[config.mk]
export PLATFORM = sky130hd
export DESIGN_NAME = frame_sound_pressure_level_unit_flat
export DESIGN_NICKNAME = d
export VERILOG_FILES = /design/src/hw/rtl/fspl_pkg.sv /design/src/hw/rtl/fspl_req_if.sv /design/src/hw/rtl/frame_sound_pressure_level_unit.sv /design/src/hw/rtl/fspl_datapath.sv /design/src/hw/rtl/fspl_controller.sv /design/src/flat_wrapper.sv
export SDC_FILE = /design/constraint.sdc
export NUM_CORES = 2
export LEC_CHECK = 0
export ABC_AREA = 1
export BUFFER_PORTS_ARGS = -buffer_cell sky130_fd_sc_hd__buf_2
export CAP_MARGIN = 20
export CORE_MARGIN = 4
export CORE_UTILIZATION = 60
export CTS_BUF_LIST = sky130_fd_sc_hd__clkbuf_4
export DETAILED_ROUTE_END_ITERATION = 12
export MAX_ROUTING_LAYER = met4
export PLACE_DENSITY = 0.81
export SLEW_MARGIN = 25
export SYNTH_ARGS = -nofsm -noshare
export SYNTH_HDL_FRONTEND = slang
export SYNTH_SLANG_ARGS = --single-unit
[constraint.sdc]
create_clock -name clock -period 7.9 [get_ports clock]
set_input_delay 1.185 -clock clock [delete_from_list [all_inputs] [get_ports clock]]
set_output_delay 1.185 -clock clock [all_outputs]
set_load 0.1 [all_outputs]
[src/hw/rtl/fspl_pkg.sv]
// shared constants and control types for the frame sound pressure level unit
`timescale 1ns / 1ps
package fspl_pkg;

   localparam int FRAME_MAX_DEFAULT = 1024;
   localparam int RAW_W             = 32;
   localparam int SAMPLE_LSB        = 14;
   localparam int MAG_W             = 18;
   localparam int SQUARE_W          = 35;
   localparam int LEVEL_W           = 17;
   localparam int CAL_W             = 15;
   localparam int FRAC_W            = 16;
   localparam int MANT_W            = 31;
   localparam int COEF_W            = 27;

   localparam logic [CAL_W-1:0]          CAL_RESET     = 15'd24064;
   localparam logic signed [LEVEL_W-1:0] FIXED_TERM    = -17'sd2143;
   localparam logic signed [LEVEL_W-1:0] FLOOR_LEVEL   = -17'sd27141;
   localparam logic signed [COEF_W-1:0]  DB_PER_OCTAVE = 27'sd50504453;

   // commands from the controller to the datapath
   typedef struct packed {
      logic take;
      logic accum;
      logic check;
      logic shift;
      logic load_mant;
      logic frac_step;
      logic save_a;
      logic load_b;
      logic scale;
      logic finish;
   } fspl_cmd_type;

   // status from the datapath to the controller
   typedef struct packed {
      logic msb_set;
      logic sum_zero;
      logic frame_end;
      logic out_free;
   } fspl_status_type;

endpackage

[src/hw/rtl/fspl_req_if.sv]
// request and response channel interfaces
`timescale 1ns / 1ps
interface fspl_req_if;
   logic               valid;
   logic               ready;
   logic signed [31:0] raw_word;
   logic               frame_end;
   modport source (output valid, output raw_word, output frame_end, input ready);
   modport sink   (input valid, input raw_word, input frame_end, output ready);
endinterface

interface fspl_rsp_if;
   logic               valid;
   logic               ready;
   logic signed [16:0] level_db;
   logic               floor_hit;
   modport source (output valid, output level_db, output floor_hit, input ready);
   modport sink   (input valid, input level_db, input floor_hit, output ready);
endinterface

[src/hw/rtl/frame_sound_pressure_level_unit.sv]
// frame sound pressure level unit, top level
//
//   channel       dir  handshake     payload
//   req_channel   in   valid/ready   raw_word[31:0] signed, frame_end
//   rsp_channel   out  valid/ready   level_db[16:0] signed, floor_hit
//   csr_*         in   csr_wr_en     csr_wr_data[14:0] calibration offset
//
// an ordinary request is squared when taken, then accumulated
// a frame end request adds a frame check and two passes of the shared log2
// unit (msb search one bit a cycle, then 16 squaring steps), one scale
// multiply and the final add; a silent frame goes from the check to the add
// the response register lets the next frame start while a level waits; a
// second finished level stalls the input until the first is taken
// synchronous active-high reset clears accumulators and loads offset 94 dB
`timescale 1ns / 1ps
module frame_sound_pressure_level_unit #(
   parameter int FRAME_MAX = fspl_pkg::FRAME_MAX_DEFAULT
) (
   input  logic                       clock,
   input  logic                       reset,
   fspl_req_if.sink                   req_channel,
   fspl_rsp_if.source                 rsp_channel,
   input  logic                       csr_wr_en,
   input  logic [fspl_pkg::CAL_W-1:0] csr_wr_data
);
   import fspl_pkg::*;

   fspl_cmd_type    cmd;
   fspl_status_type status;
   logic            req_ready;

   // sequencer: intake, frame check, log passes, scaling
   fspl_controller u_ctrl (
      .clock     (clock),
      .reset     (reset),
      .req_valid (req_channel.valid),
      .req_ready (req_ready),
      .status    (status),
      .cmd       (cmd)
   );

   // accumulators, log2 unit, level math and response register
   fspl_datapath #(
      .FRAME_MAX (FRAME_MAX)
   ) u_dp (
      .clock       (clock),
      .reset       (reset),
      .cmd         (cmd),
      .status      (status),
      .raw_word    (req_channel.raw_word),
      .frame_end   (req_channel.frame_end),
      .csr_wr_en   (csr_wr_en),
      .csr_wr_data (csr_wr_data),
      .rsp_channel (rsp_channel)
   );

   assign req_channel.ready = req_ready;

`ifndef SYNTHESIS
   // an accepted request is accumulated in the next cycle
   assert property (@(posedge clock) disable iff (reset)
      (req_channel.valid && req_ready) |=> cmd.accum)
      else $error("accepted request not accumulated");

   // a level is only loaded when the response register is free
   assert property (@(posedge clock) disable iff (reset)
      cmd.finish |-> status.out_free)
      else $error("response overwritten");

   // a finished frame is presented at the output
   assert property (@(posedge clock) disable iff (reset)
      cmd.finish |=> rsp_channel.valid)
      else $error("finished frame not presented");
`endif
endmodule

[src/hw/rtl/fspl_datapath.sv]
// accumulators, shared log2 unit, scaling and response register
`timescale 1ns / 1ps
module fspl_datapath #(
   parameter int FRAME_MAX = 1024
) (
   input  logic                          clock,
   input  logic                          reset,
   input  fspl_pkg::fspl_cmd_type        cmd,
   output fspl_pkg::fspl_status_type     status,
   input  logic signed [31:0]            raw_word,
   input  logic                          frame_end,
   input  logic                          csr_wr_en,
   input  logic [fspl_pkg::CAL_W-1:0]    csr_wr_data,
   fspl_rsp_if.source                    rsp_channel
);
   import fspl_pkg::*;

   localparam int CNT_W  = $clog2(FRAME_MAX + 1);
   localparam int SUM_W  = SQUARE_W + CNT_W;
   localparam int E_W    = $clog2(SUM_W);
   localparam int LOG_W  = E_W + FRAC_W;
   localparam int D_W    = LOG_W + 1;
   localparam int P_W    = D_W + COEF_W;
   localparam int WIDE_W = P_W - 32 + 2;
   localparam logic [CNT_W-1:0] CNT_MAX = CNT_W'(FRAME_MAX);

   logic [CAL_W-1:0]    cal_ff, cal_in;
   logic [SQUARE_W-1:0] sq_ff, sq_in;
   logic                fe_ff, fe_in;
   logic [SUM_W-1:0]    sum_ff, sum_in;
   logic [CNT_W-1:0]    count_ff, count_in;
   logic [SUM_W-1:0]    x_ff, x_in;
   logic [E_W-1:0]      e_ff, e_in;
   logic [MANT_W-1:0]   m_ff, m_in;
   logic [FRAC_W-1:0]   frac_ff, frac_in;
   logic [LOG_W-1:0]    log_a_ff, log_a_in;
   logic                floor_ff, floor_in;
   logic signed [P_W-1:0] p_ff, p_in;
   logic                valid_ff, valid_in;
   logic signed [LEVEL_W-1:0] level_ff, level_in;
   logic                hit_ff, hit_in;

   logic [17:0]         field;
   logic [MAG_W-1:0]    mag;
   logic [2*MAG_W-1:0]  mag_sq;
   logic signed [P_W-1:0] prod;
   logic [2*MANT_W-1:0] msq;
   logic [MANT_W:0]     t;
   logic signed [D_W-1:0] d;
   logic signed [P_W-1:0] p_round;
   logic signed [WIDE_W-1:0] level_wide;

   always_comb begin
      field  = raw_word[RAW_W-1:SAMPLE_LSB];
      mag    = field[17] ? MAG_W'(18'h0 - field) : field;
      mag_sq = mag * mag;
      msq    = m_ff * m_ff;
      t      = msq[2*MANT_W-1:MANT_W-1];
      d      = $signed({1'b0, log_a_ff}) - $signed({1'b0, e_ff, frac_ff});
      prod   = d * DB_PER_OCTAVE;
      p_round = p_ff + (P_W'(1) <<< 31);
      level_wide = WIDE_W'(p_round >>> 32) + WIDE_W'(FIXED_TERM)
                 + $signed({{(WIDE_W-CAL_W){1'b0}}, cal_ff});
   end

   always_comb begin
      cal_in   = csr_wr_en ? csr_wr_data : cal_ff;
      sq_in    = cmd.take ? mag_sq[SQUARE_W-1:0] : sq_ff;
      fe_in    = cmd.take ? frame_end : fe_ff;
      sum_in   = sum_ff;
      count_in = count_ff;
      if (cmd.accum && count_ff < CNT_MAX) begin
         sum_in   = sum_ff + SUM_W'(sq_ff);
         count_in = count_ff + CNT_W'(1);
      end
      if (cmd.finish) begin
         sum_in   = '0;
         count_in = '0;
      end
      x_in     = x_ff;
      e_in     = e_ff;
      m_in     = m_ff;
      frac_in  = frac_ff;
      log_a_in = log_a_ff;
      floor_in = floor_ff;
      p_in     = p_ff;
      if (cmd.check) begin
         x_in     = sum_ff;
         e_in     = E_W'(SUM_W - 1);
         floor_in = (sum_ff == '0) || (count_ff == '0);
      end
      if (cmd.save_a) begin
         log_a_in = {e_ff, frac_ff};
      end
      if (cmd.load_b) begin
         x_in = {{(SUM_W-CNT_W){1'b0}}, count_ff};
         e_in = E_W'(SUM_W - 1);
      end
      if (cmd.shift) begin
         x_in = {x_ff[SUM_W-2:0], 1'b0};
         e_in = e_ff - E_W'(1);
      end
      if (cmd.load_mant) begin
         m_in    = x_ff[SUM_W-1 -: MANT_W];
         frac_in = '0;
      end
      if (cmd.frac_step) begin
         m_in    = t[MANT_W] ? t[MANT_W:1] : t[MANT_W-1:0];
         frac_in = {frac_ff[FRAC_W-2:0], t[MANT_W]};
      end
      if (cmd.scale) begin
         p_in = prod;
      end
      valid_in = valid_ff && !rsp_channel.ready;
      level_in = level_ff;
      hit_in   = hit_ff;
      if (cmd.finish) begin
         valid_in = 1'b1;
         hit_in   = floor_ff;
         level_in = floor_ff ? FLOOR_LEVEL + $signed({2'b00, cal_ff})
                             : level_wide[LEVEL_W-1:0];
      end
   end

   always_ff @(posedge clock) begin
      if (reset) begin
         cal_ff   <= CAL_RESET;
         sum_ff   <= '0;
         count_ff <= '0;
         valid_ff <= 1'b0;
      end else begin
         cal_ff   <= cal_in;
         sum_ff   <= sum_in;
         count_ff <= count_in;
         valid_ff <= valid_in;
      end
   end

   always_ff @(posedge clock) begin
      sq_ff    <= sq_in;
      fe_ff    <= fe_in;
      x_ff     <= x_in;
      e_ff     <= e_in;
      m_ff     <= m_in;
      frac_ff  <= frac_in;
      log_a_ff <= log_a_in;
      floor_ff <= floor_in;
      p_ff     <= p_in;
      level_ff <= level_in;
      hit_ff   <= hit_in;
   end

   assign status.msb_set   = x_ff[SUM_W-1];
   assign status.sum_zero  = (sum_ff == '0) || (count_ff == '0);
   assign status.frame_end = fe_ff;
   assign status.out_free  = !valid_ff || rsp_channel.ready;

   assign rsp_channel.valid     = valid_ff;
   assign rsp_channel.level_db  = level_ff;
   assign rsp_channel.floor_hit = hit_ff;
endmodule

[src/hw/rtl/fspl_controller.sv]
// sequencing state machine for sample intake and frame level computation
`timescale 1ns / 1ps
module fspl_controller (
   input  logic                        clock,
   input  logic                        reset,
   input  logic                        req_valid,
   output logic                        req_ready,
   input  fspl_pkg::fspl_status_type   status,
   output fspl_pkg::fspl_cmd_type      cmd
);
   import fspl_pkg::*;

   typedef enum logic [7:0] {
      ST_IDLE = 8'b0000_0001,
      ST_ACC  = 8'b0000_0010,
      ST_CHK  = 8'b0000_0100,
      ST_NORM = 8'b0000_1000,
      ST_FRAC = 8'b0001_0000,
      ST_NEXT = 8'b0010_0000,
      ST_MUL  = 8'b0100_0000,
      ST_FIN  = 8'b1000_0000
   } state_type;

   state_type  state_ff, state_in;
   logic [3:0] bit_ff, bit_in;
   logic       pass_ff, pass_in;

   always_comb begin
      state_in  = state_ff;
      bit_in    = bit_ff;
      pass_in   = pass_ff;
      cmd       = '0;
      req_ready = 1'b0;
      unique case (state_ff)
         ST_IDLE: begin
            req_ready = 1'b1;
            if (req_valid) begin
               cmd.take = 1'b1;
               state_in = ST_ACC;
            end
         end
         ST_ACC: begin
            cmd.accum = 1'b1;
            state_in  = status.frame_end ? ST_CHK : ST_IDLE;
         end
         ST_CHK: begin
            cmd.check = 1'b1;
            pass_in   = 1'b0;
            state_in  = status.sum_zero ? ST_FIN : ST_NORM;
         end
         ST_NORM: begin
            if (status.msb_set) begin
               cmd.load_mant = 1'b1;
               bit_in        = 4'hf;
               state_in      = ST_FRAC;
            end else begin
               cmd.shift = 1'b1;
            end
         end
         ST_FRAC: begin
            cmd.frac_step = 1'b1;
            bit_in        = bit_ff - 4'd1;
            if (bit_ff == 4'd0) state_in = ST_NEXT;
         end
         ST_NEXT: begin
            if (!pass_ff) begin
               cmd.save_a = 1'b1;
               cmd.load_b = 1'b1;
               pass_in    = 1'b1;
               state_in   = ST_NORM;
            end else begin
               state_in = ST_MUL;
            end
         end
         ST_MUL: begin
            cmd.scale = 1'b1;
            state_in  = ST_FIN;
         end
         ST_FIN: begin
            if (status.out_free) begin
               cmd.finish = 1'b1;
               state_in   = ST_IDLE;
            end
         end
         default: state_in = ST_IDLE;
      endcase
   end

   always_ff @(posedge clock) begin
      if (reset) begin
         state_ff <= ST_IDLE;
         pass_ff  <= 1'b0;
      end else begin
         state_ff <= state_in;
         pass_ff  <= pass_in;
      end
   end

   always_ff @(posedge clock) begin
      bit_ff <= bit_in;
   end
endmodule
[src/flat_wrapper.sv]
// flat-port wrapper written by rule: the top's interface ports become plain ports
module frame_sound_pressure_level_unit_flat import fspl_pkg::*;
#(
   parameter int FRAME_MAX = fspl_pkg::FRAME_MAX_DEFAULT
)
  (clock, reset, csr_wr_en, csr_wr_data, req_channel_valid, req_channel_raw_word, req_channel_frame_end, req_channel_ready, rsp_channel_valid, rsp_channel_level_db, rsp_channel_floor_hit, rsp_channel_ready);
  fspl_req_if req_channel_i ();
  fspl_rsp_if rsp_channel_i ();
  input  logic clock;
  input  logic reset;
  input  logic csr_wr_en;
  input  logic [fspl_pkg::CAL_W-1:0] csr_wr_data;
  input wire logic [$bits(req_channel_i.valid)-1:0] req_channel_valid;
  input wire logic [$bits(req_channel_i.raw_word)-1:0] req_channel_raw_word;
  input wire logic [$bits(req_channel_i.frame_end)-1:0] req_channel_frame_end;
  output wire logic [$bits(req_channel_i.ready)-1:0] req_channel_ready;
  output wire logic [$bits(rsp_channel_i.valid)-1:0] rsp_channel_valid;
  output wire logic [$bits(rsp_channel_i.level_db)-1:0] rsp_channel_level_db;
  output wire logic [$bits(rsp_channel_i.floor_hit)-1:0] rsp_channel_floor_hit;
  input wire logic [$bits(rsp_channel_i.ready)-1:0] rsp_channel_ready;
  assign req_channel_i.valid = req_channel_valid;
  assign req_channel_i.raw_word = req_channel_raw_word;
  assign req_channel_i.frame_end = req_channel_frame_end;
  assign req_channel_ready = req_channel_i.ready;
  assign rsp_channel_valid = rsp_channel_i.valid;
  assign rsp_channel_level_db = rsp_channel_i.level_db;
  assign rsp_channel_floor_hit = rsp_channel_i.floor_hit;
  assign rsp_channel_i.ready = rsp_channel_ready;
  frame_sound_pressure_level_unit #(.FRAME_MAX(FRAME_MAX)) u_core (.clock(clock), .reset(reset), .req_channel(req_channel_i), .rsp_channel(rsp_channel_i), .csr_wr_en(csr_wr_en), .csr_wr_data(csr_wr_data));
endmodule
==> flow_metrics.env <==
export IMPL_status="completed"
export IMPL_clockPowerShare=0.124
export IMPL_final_cells=9675
export IMPL_crit_arrival_ps=8110
export IMPL_comb_power_share=0.701
export IMPL_htree_levels=3
export IMPL_cts_tree="yes"
export IMPL_routed_via_density=5.29
export IMPL_netlist_instances=8068
export IMPL_dieArea_mm2=0.111
export IMPL_cp_max_fo=17
export IMPL_cts_max_path_buffers=3
export IMPL_netlist_area_mm2=0.0636
export IMPL_final_common_cell="inv_1"
export IMPL_port_buffers=58
export IMPL_final_max_slew_viol_count=0
export IMPL_synth_cell_type_count=58
export IMPL_finalPower_uw=12100
export IMPL_fin_worst_skew_ps=70.7
export IMPL_cap_violations=0
export IMPL_ys_seq_area_frac=0.119
export IMPL_worstSetupStartpointType="flop"
export IMPL_start_util=0.604
export IMPL_synth_top_flop_cell="edfxtp_1"
export IMPL_layout_nets=10100
export IMPL_tightest_slew_ps=1020
export IMPL_setup_viol=0
export IMPL_slew_headroom=0.320
export IMPL_drtIter0Drc=3804
export IMPL_syn_avg_cell_area_um2=7.88
export IMPL_endpoint_kind="flop"
export IMPL_drcViolationCount=0
export IMPL_p_int_uw=6130
export IMPL_min_period_ps=7580
export IMPL_final_cell_mix="2,347 x inv_1, 1,690 x nand2_1, 1,091 x fa_1"
export IMPL_switching_power_uw=5990
export IMPL_drive_gt1_frac=0.0555
export IMPL_power_switching_share=0.494
export IMPL_vias=51200
export IMPL_yosysWarnings=0
export IMPL_track_usage=0.313
export IMPL_dp_final_hpwl_um=142000
export IMPL_max_stage_delay_ps=560
export IMPL_ys_ff_latch=279
export IMPL_area_growth_pct=6.39
export IMPL_dieWidth_um=334
export IMPL_seq_power_share=0.175
export IMPL_ios=73
export IMPL_dpl_cell_count=9511
export IMPL_place_congestion=0.997
export IMPL_synth_edf_count=196
export IMPL_ant_nets=0
export IMPL_fin_crit_sh=0.960
export IMPL_hp_class="reg2reg"
export IMPL_insertion_delay_ps=870
export IMPL_die_h_um=334
export IMPL_grt_overflow_total=0
export IMPL_grt_max_degree=66
export IMPL_numCtsBuffers=79
export IMPL_leakage_uw=0.0383
export IMPL_core_region_area_mm2=0.105
export IMPL_path_clk_slew_ps=70
export IMPL_fp_row_count=119
export IMPL_dr_pass1_iters=9
export IMPL_post_route_util=0.642
export IMPL_cts_sinks=279
export IMPL_max_freq_mhz=132
export IMPL_grt_pass1_wl_um=272000
export IMPL_required_ps=8430
export IMPL_powerDensity_mw_per_mm2=179
export IMPL_cts_root_buf="clkbuf_4"
export IMPL_antenna_found_initial=2
export IMPL_grt_pass1_vias=53600
export IMPL_wirelength_um=166000
export IMPL_ir_worst_vdd_v=0.000560
export IMPL_slowest_stage="edfxtp_1"
export IMPL_hold_viol=0
export IMPL_routedWlPerCell_um=17.2
export IMPL_holdBufCountCts=0
export IMPL_postSynth_asyncResetShare=0
export IMPL_path_class="reg2reg"
[worst max-delay path, delay by kind of cell, from the launching register on]
kind	cells	cell delay [ps]
adders and majority gates	9	4280
buffers and inverters	9	680
DFF	1	560
and+or+nand+nor	12	1680
[what timing repair did]
action / CTS / global route
endpoints found under the setup margin: 4 / 50
gates resized for setup: 0 / 27
buffers inserted: 3 / 12
pin swaps: 0 / 4
gates cloned: 0 / 1
[final cells by class]
class	count	area, um2
tap	1391	1740
antenna	2	5.00
multi-input combinational	5267	46600
clock inverter	31	249
clock buffer	114	856
fill	8911	37600
timing repair buffer	221	1750
inverter	2370	8900
sequential	279	7550
[kinds of logic (layout without fill, tap and decap cells)]
| group | Yosys count | count (layout) | share of synthesized area |
|---|---|---|---|
| and+or+nand+nor | 2700 | 2701 | 0.174 |
| buffers and inverters | 2533 | 2736 | 0.151 |
| xor gates and xnor gates | 127 | 127 | 0.0179 |
| adders and majority gates | 1800 | 1800 | 0.483 |
| DFF | 279 | 279 | 0.119 |
| AOI/OAI and AO/OA | 627 | 627 | 0.0544 |
| other | 2 | 14 | 0.000118 |
[cells in the mapped netlist (9+ instances only)]
cell | count | area [um2]
buf_2 | 23 | 115
a21boi_0 | 9 | 67.6
fa_1 | 1092 | 21900
nor4_1 | 30 | 188
o211ai_1 | 16 | 120
edfxtp_1 | 196 | 5890
clkbuf_1 | 121 | 454
dfxtp_1 | 83 | 1660
nor2_1 | 509 | 1910
nor2_2 | 16 | 100
or2_2 | 10 | 62.6
nand3_1 | 278 | 1390
nand2_1 | 1693 | 6350
nand2_2 | 14 | 87.6
a21o_1 | 31 | 233
nand4_1 | 50 | 313
inv_2 | 14 | 52.6
inv_1 | 2348 | 8810
nand3_2 | 13 | 130
o21bai_1 | 26 | 195
a21oi_1 | 274 | 1370
ha_1 | 708 | 8860
o21ai_0 | 209 | 1050
o21a_1 | 11 | 82.6
xnor2_1 | 42 | 368
xor2_1 | 83 | 727
a31oi_1 | 29 | 181
and3_1 | 9 | 56.3
nor3_1 | 51 | 255
[power groups by stage]
stage          sequential, uW  clock (uW)  combinational [uW]
2_1_floorplan            2100           0                5710
4_1_cts                  2130        1540                8460
3_5_place_dp             2160           0                8380
3_3_place_gp             2160           0                8330
5_1_grt                  2130        1610                9420
6_report                 2120        1500                8500
[flip-flops by register name (all words and copies together) (netlist names)]
register and flops:
u_core.u_ctrl.state_ff 8, u_core.u_dp.log_a_ff 22, u_core.u_dp.x_ff 46, u_core.u_dp.m_ff 31
u_core.u_ctrl.pass_ff 1, u_core.u_dp.e_ff 6, u_core.u_dp.frac_ff 16, u_core.u_dp.fe_ff 1
u_core.u_dp.floor_ff 1, u_core.u_dp.rsp_channel.floor_hit 1, u_core.u_dp.count_ff 11, u_core.u_dp.sq_ff 34
u_core.u_dp.p_ff 18, u_core.u_dp.sum_ff 46, u_core.u_ctrl.bit_ff 4, u_core.u_dp.cal_ff 15
u_core.u_dp.rsp_channel.valid 1, u_core.u_dp.rsp_channel.level_db 17
[layer usage]
metal,vias up,wire [um],GRT usage,part of all wire
met5,-,0,-,0
met4,0,5700,0.0970,0.034
met3,335,9530,0.0314,0.057
met2,1619,81800,0.522,0.49
met1,24900,69500,0.408,0.42
li1,24300,-,-,-
[worst paths after layout]
kind                             endpoint                    from  slack (ps)  cells after the start
setup / recovery      u_core.u_dp.m_ff[3]    u_core.u_dp.m_ff[12]         320                     30
hold / removal    u_core.u_dp.log_a_ff[3]  u_core.u_dp.frac_ff[3]         450                      0
setup reg to reg      u_core.u_dp.m_ff[3]    u_core.u_dp.m_ff[12]         320                     30
hold reg to reg   u_core.u_dp.log_a_ff[3]  u_core.u_dp.frac_ff[3]         450                      0
[stage by stage]
stage / worst slack, ps / TNS [ps] / hold slack (ps) / cell area [um2]
after CTS: 3.73 / 0 / 451 / 67400
after detailed placement: 36.3 / 0 / 435 / 66200
after floorplan: 373 / 0 / 426 / 63600
after global routing: -35.9 / -82.0 / 465 / 67600
after global placement: 91.0 / 0 / 430 / 66200
final: 316 / 0 / 447 / 67600
Power figures use the tool's default switching activity.
